==> config.mk <==
export PLATFORM = sky130hd
export DESIGN_NAME = url_percent_decoder_flat
export DESIGN_NICKNAME = d
export VERILOG_FILES = /design/src/rtl/upd_pkg.sv /design/src/rtl/upd_stream_if.sv /design/src/rtl/upd_front.sv /design/src/rtl/upd_queue.sv /design/src/rtl/upd_back.sv /design/src/rtl/url_percent_decoder.sv /design/src/flat_wrapper.sv
export SDC_FILE = /design/constraint.sdc
export NUM_CORES = 1
export LEC_CHECK = 0
export BUFFER_PORTS_ARGS = -buffer_cell sky130_fd_sc_hd__buf_2
export CAP_MARGIN = 20
export CORE_MARGIN = 10
export CORE_UTILIZATION = 55
export CTS_BUF_LIST = sky130_fd_sc_hd__clkbuf_16
export DETAILED_ROUTE_END_ITERATION = 10
export PLACE_DENSITY = 0.73
export SLEW_MARGIN = 10
export SYNTH_ARGS = -nofsm -noshare
export SYNTH_HDL_FRONTEND = slang
export SYNTH_SLANG_ARGS = --single-unit
==> constraint.sdc <==
create_clock -name clk -period 6.92 [get_ports clk]
set_input_delay 0 -clock clk [delete_from_list [all_inputs] [get_ports clk]]
set_output_delay 0 -clock clk [all_outputs]
set_load 0.05 [all_outputs]
==> src/rtl/upd_pkg.sv <==
// ----------------------------------------------------------------------------
// upd_pkg
// Shared types, character constants and helper functions for the URL
// percent decoder: word formats, the escape phase and the result bundle.
// ----------------------------------------------------------------------------
package upd_pkg;

	// Characters that the decoder recognizes.
	localparam logic [7:0] CHR_PERCENT = 8'h25;
	localparam logic [7:0] CHR_PLUS    = 8'h2B;
	localparam logic [7:0] CHR_SPACE   = 8'h20;
	localparam logic [7:0] CHR_DIGIT0  = 8'h30;
	localparam logic [7:0] CHR_DIGIT9  = 8'h39;
	localparam logic [7:0] CHR_UPPER_A = 8'h41;
	localparam logic [7:0] CHR_UPPER_F = 8'h46;
	localparam logic [7:0] CHR_LOWER_A = 8'h61;
	localparam logic [7:0] CHR_LOWER_F = 8'h66;
	// Letters a-f and A-F carry their value minus nine in the low nibble.
	localparam logic [3:0] HEX_LETTER_OFFSET = 4'd9;

	// Most result words one input word can cause.
	localparam int MAX_RESULTS = 3;

	// Default depth of the queue between front and back.
	localparam int QUEUE_DEPTH_DEF = 2;

	// Input word.
	typedef struct packed {
		logic [7:0] in_byte;
		logic       in_last;
	} in_word_t;

	// Result word.
	typedef struct packed {
		logic [7:0] out_byte;
		logic       out_last;
		logic       out_error;
	} out_word_t;

	// Escape phase: idle, seen a percent sign, seen the sign and one byte.
	typedef enum logic [1:0] {
		PH_IDLE  = 2'd0,
		PH_PCT   = 2'd1,
		PH_DIGIT = 2'd2
	} phase_t;

	// All results of one input word, handed from front to back.
	// The flags last and err apply to the final result of the bundle only.
	typedef struct packed {
		logic [1:0]                   count;
		logic [MAX_RESULTS-1:0][7:0]  bytes;
		logic                         last;
		logic                         err;
	} bundle_t;

	// Outcome of handling one byte outside a complete escape.
	typedef struct packed {
		phase_t     phase;
		logic       emit;
		logic [7:0] data;
		logic       hold;
	} absorb_t;

	// Value of one hex digit.
	typedef struct packed {
		logic       ok;
		logic [3:0] nib;
	} hex_t;

	// Decodes one hex digit of either case.
	function automatic hex_t hex_value(logic [7:0] c);
		hex_t r;
		r.ok  = 1'b0;
		r.nib = c[3:0];
		if (c >= CHR_DIGIT0 && c <= CHR_DIGIT9) begin
			r.ok = 1'b1;
		end else if ((c >= CHR_LOWER_A && c <= CHR_LOWER_F) ||
				(c >= CHR_UPPER_A && c <= CHR_UPPER_F)) begin
			r.ok  = 1'b1;
			r.nib = c[3:0] + HEX_LETTER_OFFSET;
		end
		return r;
	endfunction

	// Handles one byte while idle or right after a percent sign.
	function automatic absorb_t absorb(phase_t ph, logic [7:0] b);
		absorb_t r;
		r.phase = PH_IDLE;
		r.emit  = 1'b0;
		r.data  = b;
		r.hold  = 1'b0;
		if (ph == PH_PCT) begin
			r.phase = PH_DIGIT;
			r.hold  = 1'b1;
		end else if (b == CHR_PERCENT) begin
			r.phase = PH_PCT;
		end else if (b == CHR_PLUS) begin
			r.emit = 1'b1;
			r.data = CHR_SPACE;
		end else begin
			r.emit = 1'b1;
		end
		return r;
	endfunction

endpackage

==> src/rtl/upd_stream_if.sv <==
// ----------------------------------------------------------------------------
// upd_stream_if
// Valid/ready channel carrying one word of a given payload type.
// ----------------------------------------------------------------------------
interface upd_stream_if #(
	parameter type payload_t = logic
);
	logic     valid;
	logic     ready;
	payload_t data;

	modport source (output valid, output data, input ready);
	modport sink (input valid, input data, output ready);
endinterface

==> src/rtl/upd_front.sv <==
// ----------------------------------------------------------------------------
// upd_front
// Accepts encoded bytes, tracks the escape phase and turns each input word
// into a bundle of zero to three results; one with any results is queued.
// ----------------------------------------------------------------------------
module upd_front
	import upd_pkg::*;
(
	input  logic          clk,
	input  logic          arst_n,
	upd_stream_if.sink    din,
	input  logic          full,
	output logic          push,
	output bundle_t       push_data
);

	phase_t     phase_q;
	logic [7:0] held_q;

	logic       accept;
	hex_t       hx_hi;
	hex_t       hx_lo;
	absorb_t    ab_held;
	absorb_t    ab_bad;
	absorb_t    ab_norm;

	logic [1:0]                  walk_n;
	logic [MAX_RESULTS-1:0][7:0] walk_bytes;
	phase_t                      walk_phase;
	logic                        walk_hold;

	phase_t     phase_d;
	logic       err_end;

	// A word is taken whenever the queue has room.
	assign din.ready = !full;
	assign accept    = din.valid && din.ready;

	// Classify the held byte and the new byte.
	assign hx_hi   = hex_value(held_q);
	assign hx_lo   = hex_value(din.data.in_byte);
	assign ab_held = absorb(PH_IDLE, held_q);
	assign ab_bad  = absorb(ab_held.phase, din.data.in_byte);
	assign ab_norm = absorb((phase_q == PH_PCT) ? PH_PCT : PH_IDLE, din.data.in_byte);

	// Collect the results of the word before the end-of-string check.
	always_comb begin
		walk_n     = 2'd0;
		walk_bytes = '0;
		walk_phase = PH_IDLE;
		walk_hold  = 1'b0;
		case (phase_q)
			PH_DIGIT: begin
				if (hx_hi.ok && hx_lo.ok) begin
					walk_bytes[0] = {hx_hi.nib, hx_lo.nib};
					walk_n        = 2'd1;
				end else begin
					// Bad escape: the sign goes out, both bytes are run again.
					walk_bytes[0] = CHR_PERCENT;
					walk_n        = 2'd1;
					if (ab_held.emit) begin
						walk_bytes[1] = ab_held.data;
						walk_n        = 2'd2;
					end
					if (ab_bad.emit) begin
						walk_bytes[walk_n] = ab_bad.data;
						walk_n             = walk_n + 2'd1;
					end
					walk_phase = ab_bad.phase;
					walk_hold  = ab_bad.hold;
				end
			end
			default: begin
				if (ab_norm.emit) begin
					walk_bytes[0] = ab_norm.data;
					walk_n        = 2'd1;
				end
				walk_phase = ab_norm.phase;
				walk_hold  = ab_norm.hold;
			end
		endcase
	end

	// Next escape phase: the end of the string always closes it.
	assign err_end = din.data.in_last && (walk_phase != PH_IDLE);
	always_comb begin
		phase_d = walk_phase;
		if (din.data.in_last) begin
			phase_d = PH_IDLE;
		end
	end

	// Bundle for the back end; a truncated escape adds a zero error word.
	always_comb begin
		push_data.bytes = walk_bytes;
		push_data.count = walk_n;
		push_data.last  = din.data.in_last;
		push_data.err   = err_end;
		if (err_end) begin
			push_data.bytes[walk_n] = 8'h00;
			push_data.count         = walk_n + 2'd1;
		end
		push = accept && (push_data.count != 2'd0);
	end

	// Escape phase register.
	always_ff @(posedge clk or negedge arst_n) begin
		if (!arst_n) begin
			phase_q <= PH_IDLE;
		end else if (accept) begin
			phase_q <= phase_d;
		end
	end

	// Byte held after a percent sign.
	always_ff @(posedge clk) begin
		if (accept && walk_hold) begin
			held_q <= din.data.in_byte;
		end
	end

endmodule

==> src/rtl/upd_queue.sv <==
// ----------------------------------------------------------------------------
// upd_queue
// Short first-in first-out queue of result bundles between front and back.
// ----------------------------------------------------------------------------
module upd_queue
	import upd_pkg::*;
#(
	parameter int DEPTH = QUEUE_DEPTH_DEF
)
(
	input  logic    clk,
	input  logic    arst_n,
	input  logic    push,
	input  bundle_t push_data,
	output logic    full,
	input  logic    pop,
	output logic    empty,
	output bundle_t head
);

	localparam int PTR_W = (DEPTH > 1) ? $clog2(DEPTH) : 1;
	localparam int CNT_W = $clog2(DEPTH + 1);

	bundle_t            slot_q [DEPTH];
	logic [PTR_W-1:0]   wr_ptr_q;
	logic [PTR_W-1:0]   rd_ptr_q;
	logic [CNT_W-1:0]   cnt_q;

	assign full  = (cnt_q == CNT_W'(DEPTH));
	assign empty = (cnt_q == '0);
	assign head  = slot_q[rd_ptr_q];

	// Pointers and fill count.
	always_ff @(posedge clk or negedge arst_n) begin
		if (!arst_n) begin
			wr_ptr_q <= '0;
			rd_ptr_q <= '0;
			cnt_q    <= '0;
		end else begin
			if (push) begin
				wr_ptr_q <= (wr_ptr_q == PTR_W'(DEPTH - 1)) ? '0 : wr_ptr_q + 1'b1;
			end
			if (pop) begin
				rd_ptr_q <= (rd_ptr_q == PTR_W'(DEPTH - 1)) ? '0 : rd_ptr_q + 1'b1;
			end
			if (push && !pop) begin
				cnt_q <= cnt_q + 1'b1;
			end else if (pop && !push) begin
				cnt_q <= cnt_q - 1'b1;
			end
		end
	end

	// Storage.
	always_ff @(posedge clk) begin
		if (push) begin
			slot_q[wr_ptr_q] <= push_data;
		end
	end

endmodule

==> src/rtl/upd_back.sv <==
// ----------------------------------------------------------------------------
// upd_back
// Plays out the bundle at the queue head one result word per cycle into an
// output register, while that register is empty or being read.
// ----------------------------------------------------------------------------
module upd_back
	import upd_pkg::*;
(
	input  logic          clk,
	input  logic          arst_n,
	input  logic          empty,
	input  bundle_t       head,
	output logic          pop,
	upd_stream_if.source  dout
);

	logic [1:0] idx_q;
	logic       ovalid_q;
	out_word_t  out_q;

	logic       load;
	logic       take;
	logic       is_end;

	// The output register takes a new word when it is empty or being read.
	assign load   = !ovalid_q || dout.ready;
	assign take   = load && !empty;
	assign is_end = (idx_q == head.count - 2'd1);
	assign pop    = take && is_end;

	assign dout.valid = ovalid_q;
	assign dout.data  = out_q;

	// Position in the head bundle and output valid.
	always_ff @(posedge clk or negedge arst_n) begin
		if (!arst_n) begin
			idx_q    <= 2'd0;
			ovalid_q <= 1'b0;
		end else begin
			if (load) begin
				ovalid_q <= !empty;
			end
			if (take) begin
				idx_q <= is_end ? 2'd0 : idx_q + 2'd1;
			end
		end
	end

	// Output word register.
	always_ff @(posedge clk) begin
		if (take) begin
			out_q.out_byte  <= head.bytes[idx_q];
			out_q.out_last  <= head.last && is_end;
			out_q.out_error <= head.err && is_end;
		end
	end

endmodule

==> src/rtl/url_percent_decoder.sv <==
// ----------------------------------------------------------------------------
// url_percent_decoder
// Decodes a form-urlencoded byte string: percent escapes, plus as space.
// ----------------------------------------------------------------------------
// Usage: encoded bytes enter on din, one word per handshake, with in_last on
// the final byte of a string. Decoded bytes leave on dout with out_last on
// the final result of the string; out_error with a zero byte marks a string
// that ended inside a percent escape.
// A word that gives results passes through the queue and the output register
// before it appears on dout. The front takes one word per cycle while the
// queue has room; the back end drives one result per cycle from its output
// register while the receiver takes them, so the sustained rate is one word
// per cycle while no word gives more than one; a bad escape, which gives up
// to three results from one word, holds the input once the queue fills.
// Reset clears the escape phase, the queue and the output register; no
// clearing pass is needed and a word can be taken in the first cycle.
// When the receiver stalls the output word holds, the queue fills and din
// ready drops once QUEUE_DEPTH bundles are waiting.
// ----------------------------------------------------------------------------
module url_percent_decoder
	import upd_pkg::*;
#(
	parameter int QUEUE_DEPTH = QUEUE_DEPTH_DEF
)
(
	input  logic          clk,
	input  logic          arst_n,
	upd_stream_if.sink    din,
	upd_stream_if.source  dout
);

	logic    push;
	bundle_t push_data;
	logic    full;
	logic    pop;
	logic    empty;
	bundle_t head;

	// Front: accept and classify.
	upd_front u_front (
		.clk       (clk),
		.arst_n    (arst_n),
		.din       (din),
		.full      (full),
		.push      (push),
		.push_data (push_data)
	);

	// Queue between front and back.
	upd_queue #(
		.DEPTH (QUEUE_DEPTH)
	) u_queue (
		.clk       (clk),
		.arst_n    (arst_n),
		.push      (push),
		.push_data (push_data),
		.full      (full),
		.pop       (pop),
		.empty     (empty),
		.head      (head)
	);

	// Back: emit result words.
	upd_back u_back (
		.clk    (clk),
		.arst_n (arst_n),
		.empty  (empty),
		.head   (head),
		.pop    (pop),
		.dout   (dout)
	);

endmodule

==> src/flat_wrapper.sv <==
// flat-port wrapper written by rule: the top's interface ports become plain ports
module url_percent_decoder_flat import upd_pkg::*;
#(
	parameter int QUEUE_DEPTH = QUEUE_DEPTH_DEF
)
  (clk, arst_n, din_valid, din_data, din_ready, dout_valid, dout_data, dout_ready);
  upd_stream_if #(.payload_t(in_word_t)) din_i ();
  upd_stream_if #(.payload_t(out_word_t)) dout_i ();
  input  logic clk;
  input  logic arst_n;
  input wire logic [$bits(din_i.valid)-1:0] din_valid;
  input wire logic [$bits(din_i.data)-1:0] din_data;
  output wire logic [$bits(din_i.ready)-1:0] din_ready;
  output wire logic [$bits(dout_i.valid)-1:0] dout_valid;
  output wire logic [$bits(dout_i.data)-1:0] dout_data;
  input wire logic [$bits(dout_i.ready)-1:0] dout_ready;
  assign din_i.valid = din_valid;
  assign din_i.data = din_data;
  assign din_ready = din_i.ready;
  assign dout_valid = dout_i.valid;
  assign dout_data = dout_i.data;
  assign dout_i.ready = dout_ready;
  url_percent_decoder #(.QUEUE_DEPTH(QUEUE_DEPTH)) u_core (.clk(clk), .arst_n(arst_n), .din(din_i), .dout(dout_i));
endmodule
# After elaboration in Yosys (flattened, before gate mapping)
# Memories as Yosys holds them, arrays and structs flattened.
# Cells that the tools add are included.
[word_totals]
reg_bits = 27
ram_bits = 56
input_bits = 13
out_inout_bits = 12
elab_cells = 136
memories = 1
[mem_list]
columns = ["name", "words", "word_bits", "rd", "rd_clocked_by_memory_dff", "wr", "line_no", "rtl"]
rows = [
  ["u_core.u_queue.slot_q", 2, 28, 1, 0, 1, "upd_queue.sv:24", "bundle_t slot_q [DEPTH];"],
]
[classes]
n_addsub = 10
n_lt_le_gt_ge = 17
eq_ne = 10
mux = 55
bitwise_logic = 2
n_reduce_logical = 31
[op_table]
columns = ["cell", "n"]
rows = [
  ["2-to-1 mux 8 bit", 11],
  ["2-to-1 mux 9 bit", 4],
  ["demux 8 bit (select 2 bit)", 2],
  ["== test 8 x 6 -> 1 bit, second input constant", 4],
  ["greater-or-equal comparator 8 x 7 -> 1 bit, second input constant", 4],
  ["<= comparator 8 x 7 -> 1 bit, second input constant", 4],
  ["2-to-1 mux 16 bit", 2],
  ["2-to-1 mux 2 bit", 14],
  ["2-to-1 mux 26 bit", 1],
  ["bitwise AND 24 bit", 1],
  ["bitwise mux 24 bit", 1],
  ["2-to-1 mux 24 bit", 1],
  ["inverter 24 bit", 1],
  ["logical AND 1 bit", 19],
  ["binary-select mux 8 bit (select 2 bit)", 1],
  ["greater-or-equal comparator 8 x 6 -> 1 bit, second input constant", 2],
  ["<= comparator 8 x 6 -> 1 bit, second input constant", 2],
  ["2-to-1 mux 1 bit", 14],
  ["2-to-1 mux 5 bit", 2],
  ["< comparator 2 x 3 -> 1 bit, second input constant", 3],
  ["adder 2 x 1 -> 2 bit, second input constant", 4],
  ["adder 4 bit, second input constant", 2],
  ["2-to-1 mux 4 bit", 2],
  ["nonzero test 2 bit", 3],
  ["10 further kinds", 21],
]

# Longest topological paths before layout
[logic_depth]
depth_word = 25
mapped_depth = 13
depth_no_buf = 13

# Hierarchy
# Synthesis repeated with hierarchy kept, for this count alone.
[hier_totals]
hier_cells = 306
area_unflattened_um2 = 4081.4
[by_module_without_submodules]
columns = ["mod", "n_inst", "cells_each", "area_per_inst_um2", "seq_area_each_um2"]
rows = [
  ["upd_queue", 1, 103, 2254.7, 1781.7],
  ["upd_front", 1, 144, 1157.4, 290.3],
  ["upd_back", 1, 59, 669.4, 375.4],
]

# Least setup slack after synthesis
# No wires, ideal clock.
[synth_timing]
path_kind = "register -> register"
start = "register u_core.u_front.held_q[3]"
end = "memory u_core.u_queue.slot_q[0][0] in the netlist's numbering, enable pin"
arrival_ns = 3.749
t_required_ns = 6.504
path_slack_ns = 2.755
path_stages_with_launch = 8
synth_period_minus_slack_ns = 4.165
cell_sequence = "edfxtp_1 > or4b_4 > a311oi_4 > o22ai_4 > nand3_2 > ha_1 > a311oi_1 > nor2b_1"
[synth_via]
elab_chain_len = 15
word_cells_on_any_way = 36
cone_classes = "2 x add/sub; 6 x order compare; 2 x eq/ne; 17 x mux; 9 x reduce/logical"
[synth_lines]
columns = ["element", "line_no", "rtl"]
rows = [
  ["start: declaration", "upd_front.sv:18", "logic [7:0] held_q;"],
  ["start signal: assignment", "upd_front.sv:118", "held_q <= din.data.in_byte;"],
  ["== test 8 x 6 -> 1 bit, or another cell as far along", "upd_pkg.sv:95", "end else if (b == CHR_PERCENT) begin"],
  ["2-to-1 mux 9 bit, or another cell as far along", "upd_pkg.sv:95", ""],
  ["2-to-1 mux 2 bit / logical OR 1 bit (equally long branches)", "upd_front.sv:61, upd_pkg.sv:77", ""],
  ["2-to-1 mux 2 bit / 2-to-1 mux 5 bit (equally long branches)", "upd_front.sv:54, upd_pkg.sv:77", ""],
  ["2-to-1 mux 2 bit / 2-to-1 mux 1 bit (equally long branches)", "upd_front.sv:52, upd_pkg.sv:75", ""],
  ["adder 2 x 1 -> 2 bit / logical AND 1 bit (equally long branches)", "upd_front.sv:67, upd_front.sv:54", ""],
  ["2-to-1 mux 2 bit, on equally long branches", "upd_front.sv:65, upd_front.sv:54", ""],
  ["2-to-1 mux 2 bit, on equally long branches", "upd_front.sv:54, upd_front.sv:52", ""],
  ["2-to-1 mux 2 bit / nonzero test 2 bit (equally long branches)", "upd_front.sv:52, upd_front.sv:85", ""],
  ["adder 2 x 1 -> 2 bit / logical AND 1 bit (equally long branches)", "upd_front.sv:101, upd_front.sv:85", ""],
  ["2-to-1 mux 26 bit *", "upd_front.sv:99", "if (err_end) begin"],
  ["nonzero test 2 bit *", "upd_front.sv:103", "push = accept && (push_data.count != 2'd0);"],
  ["logical AND 1 bit *", "upd_front.sv:103", ""],
  ["via u_core.push", "url_percent_decoder.sv:32", "logic push;"],
  ["2-to-1 mux 1 bit *", "upd_queue.sv:56", "if (push) begin"],
  ["2-to-1 mux 1 bit (implied by the code) *", "upd_queue.sv:57", "slot_q[wr_ptr_q] <= push_data;"],
  ["end: declaration", "upd_queue.sv:24", ""],
]
# Mark *: on every way through the listed nets, which the timed path passes. The rest lies on a longest branch. The select of a mux whose other input is x is not followed.

# Final worst setup path
[layout_timing]
start = "register u_core.u_front.held_q[3]"
end = "memory u_core.u_queue.slot_q[0][12] in the netlist's numbering, enable pin"
# The elaborated chain is that of the path after synthesis.

==> metrics.md <==
| Metric | Value |
|---|---|
| Layout cells sized above 1 | `18.3%` |
| Antenna cell count | `0` |
| Total Routing Usage GR | `13.4%` |
| Critical Path Slowest Stage Cell | `or4b_4` |
| Setup Buffers After CTS | `0` |
| Power Dens Cells | `between 300 and 400 mW/mm²` |
| TritonCTS Buffers | `9` |
| ANT nets after route | `0` |
| Die area | `around 0.011 mm²` |
| Vias per inst | `roughly 5.6` |
| Worst skew pair latency | `around 0.33 ns` |
| Crit Path Category | `reg2reg` |
| Total power | `approximately 1.8 mW` |
| Iter 0 DRT Violations | `~150` |
| Via count | `2,366` |
| Fin Setup TNS | `0 ns` |
| CP max stage delay | `0.58 ns` |
| Mapped Area | `0.00393 mm²` |
| Final Skew | `slightly below 0.008 ns` |
| Dominant synthesized flop cell | `edfxtp_1` |
| Clock Tree Buf Depth | `2` |
| Post-synth EDFFs | `between 70 and 80` |
| Worst slew pin tran | `between 0.7 and 0.8 ns` |
| Share of flip-flops with an asynchronous set or reset | `a little over a tenth` |
| CP bufs+invs | `1` |
| Syn Inst Count | `~290` |
| Num ports | `25` |
| DR WL/cell | `16.9 µm` |
| GPL Wtd Cong | `between 0.8 and 0.9` |
| Ys Warns | `0` |
| Fmax | `between 200 and 300 MHz` |
| Final WL | `7150 µm` |
| Core Rows | `30` |
| Placed inst area | `a little over 0.004 mm²` |
| Post-DP HPWL | `~5000 µm` |
| Fin. Hold Viols | `0` |
| Final instance area | `about 0.0046 mm²` |
| Vias in the first global route | `about 2,300` |
| Fin crit period | `3.54 ns` |
| Post-CTS sizing | `0` |
| Peak VDD IR | `about 0.00017 V` |
| Type of the tightest min-delay check | `in2reg` |
| Critical Path RT | `6.91 ns` |
| GR Overflow Total | `0` |
| Seq cells post-synth | `83` |
| Port bufs | `24` |
| Cell family with most CP delay | `compound AO/OA/AOI/OAI gates` |
| Status | `complete, no violations` |
| Largest net degree at the start of global routing | `29` |
| Chip Width | `105 µm` |
| Max Cap Viol | `0` |
| Root buffer cell | `clkbuf_16` |
| Worst relative slew slack | `a little over half` |
| Max Fanout on Critical Path | `28` |
| # fillers | `a little under 500` |
| Most frequent cells in the layout | `edfxtp_1 (74), buf_2 (24), nand2_1 (23)` |
| Die height | `between 100 and 150 µm` |
| Starting density of the core | `around 57%` |
| Final nets | `346` |
| Net Count, Synth | `308` |
| Syn avg cell area | `roughly 14 µm²` |
| WP data arrival | `~3.5 ns` |
| RSZ-0062 raised after global routing | `false` |
| CTS tree | `done` |
| Leak pwr | `around 1.8 nW` |
| Crit path capture type | `register` |
| Area grow syn2layout | `16.4%` |
| Synth cell types | `50` |
| Finish-stage setup viols | `0` |
| Initial antenna violation count | `0` |
| Reg clk slew, reported paths | `roughly 0.060 ns` |
| First-pass GRT wire length | `between 10,000 and 15,000 µm` |
| Crit-path cells | `or4b_4 -> a311oi_4 -> o22ai_4 -> nand3_2 -> ha_1 -> a311oi_1 -> nor2b_2 -> buf_4` |
| Commonest non-fill, non-tap cell in the layout | `edfxtp_1` |
| DRT Pass-1 Iters | `5` |
| Startpoint types | `register` |
| H-tree Lvls | `3` |
| CTS sink count | `between 80 and 90` |
| Core ar. | `between 0.006 and 0.007 mm²` |
| Drt drc | `0` |
| Slew Viols, Final | `0` |
| Sequential-to-total area share from yosys stat | `between 60% and 70%` |
| Final Cycle Share | `51.2%` |
## repair_timing
item                                    CTS  global route
hold endpoints to repair                 19             0
hold buffers                             10             0
endpoints found under the setup margin    0             0
## power breakdown
part | internal (mW) | switching [mW]
Sequential | 0.704 | 0.0581
Clock | 0.319 | 0.190
Combinational | 0.182 | 0.333
Total | 1.21 | 0.581
## state kept, by name, indices dropped and copies added, names as in the netlist
register / flops
u_core.u_back.dout.data: 10
u_core.u_back.dout.valid: 1
u_core.u_back.idx_q: 2
u_core.u_front.held_q: 8
u_core.u_front.phase_q: 2
u_core.u_queue.cnt_q: 2
u_core.u_queue.rd_ptr_q: 1
u_core.u_queue.slot_q: 56
u_core.u_queue.wr_ptr_q: 1
## cell usage after synthesis, types with 2 or more instances
library cell	n	share of area [%]
edfxtp_1	74	57
nand2_1	23	2.2
nor2_1	18	1.7
inv_1	16	1.5
mux2i_1	15	3.8
and3_1	10	1.6
ha_1	10	3.2
a21oi_1	9	1.1
dfrtp_1	9	5.7
o22ai_1	9	1.4
mux4_2	8	4.6
and2_1	6	0.96
clkbuf_1	6	0.57
nand2b_1	5	0.80
nor3b_1	5	0.96
o21ai_0	5	0.64
xor2_1	5	1.1
nor3_1	4	0.51
and4_1	3	0.67
nor2b_1	3	0.48
o21ai_1	3	0.38
xnor2_1	3	0.67
a311oi_4	2	1.3
a31oi_1	2	0.32
and3b_1	2	0.45
buf_1	2	0.19
nand4_1	2	0.32
nor4_1	2	0.32
o21bai_1	2	0.38
or3_1	2	0.32
## cell families after synthesis
group | Yosys count | share of synthesized area [%]
adder cells (fa/ha/maj) | 10 | 3.18
AO/OA/AOI/OAI | 40 | 8.15
buffers and inverters | 27 | 2.80
XOR/XNOR | 8 | 1.78
flip-flops | 83 | 62.3
AND/OR/NAND/NOR | 93 | 13.1
multiplexers | 24 | 8.69
## final timing paths
check | startpoint | endpoint | slack, ns | cells after the start
setup / recovery | u_core.u_front.held_q[3] | u_core.u_queue.slot_q[0][12] | 3.38 | 8
hold / removal | din_valid | u_core.u_front.phase_q[1] | 0.002 | 3
setup reg to reg | u_core.u_front.held_q[3] | u_core.u_queue.slot_q[0][12] | 3.38 | 8
hold reg to reg | u_core.u_queue.wr_ptr_q | u_core.u_queue.wr_ptr_q | 0.51 | 1
max in group asynchronous | arst_n | u_core.u_back.idx_q[1] | 6.69 | 2
min in group asynchronous | arst_n | u_core.u_front.phase_q[0] | 0.05 | 2
## per-layer routing
| layer | track usage [%] | share of wire (%) |
|---|---|---|
| met1 | 16.8 | 45 |
| met2 | 20.9 | 48 |
| met3 | 4.73 | 6.1 |
| met4 | 4.77 | 1.3 |
| met5 | 0 | 0 |
## area by class of cell
cell class                 instances  area [µm²]  share of cell area (%)
tap                               96         120                    2.63
timing repair buffer              37         243                    5.31
clock inverter                     7         100                    2.19
sequential                        83        2450                    53.5
multi-input combinational        175        1380                    30.1
inverter                          17        63.8                    1.39
clock buffer                       9         225                    4.92
## tightest hold or removal path: stages
cell,delay [ns]
buf_2,0.09
a31oi_1,0.06
o21ai_0,0.15
## through the flow
step	hold slack, ns	setup slack [ns]	instances	util, %
global placement	-0.139	3.46	398	60.4
floorplan	-0.296	2.75	285	-
finish	0.00201	3.38	424	66.6
global route	0.0209	3.15	424	66.6
CTS	0.0116	3.39	424	66.6
detailed placement	-0.134	3.43	398	60.4
(Power assumes the default switching activity.)
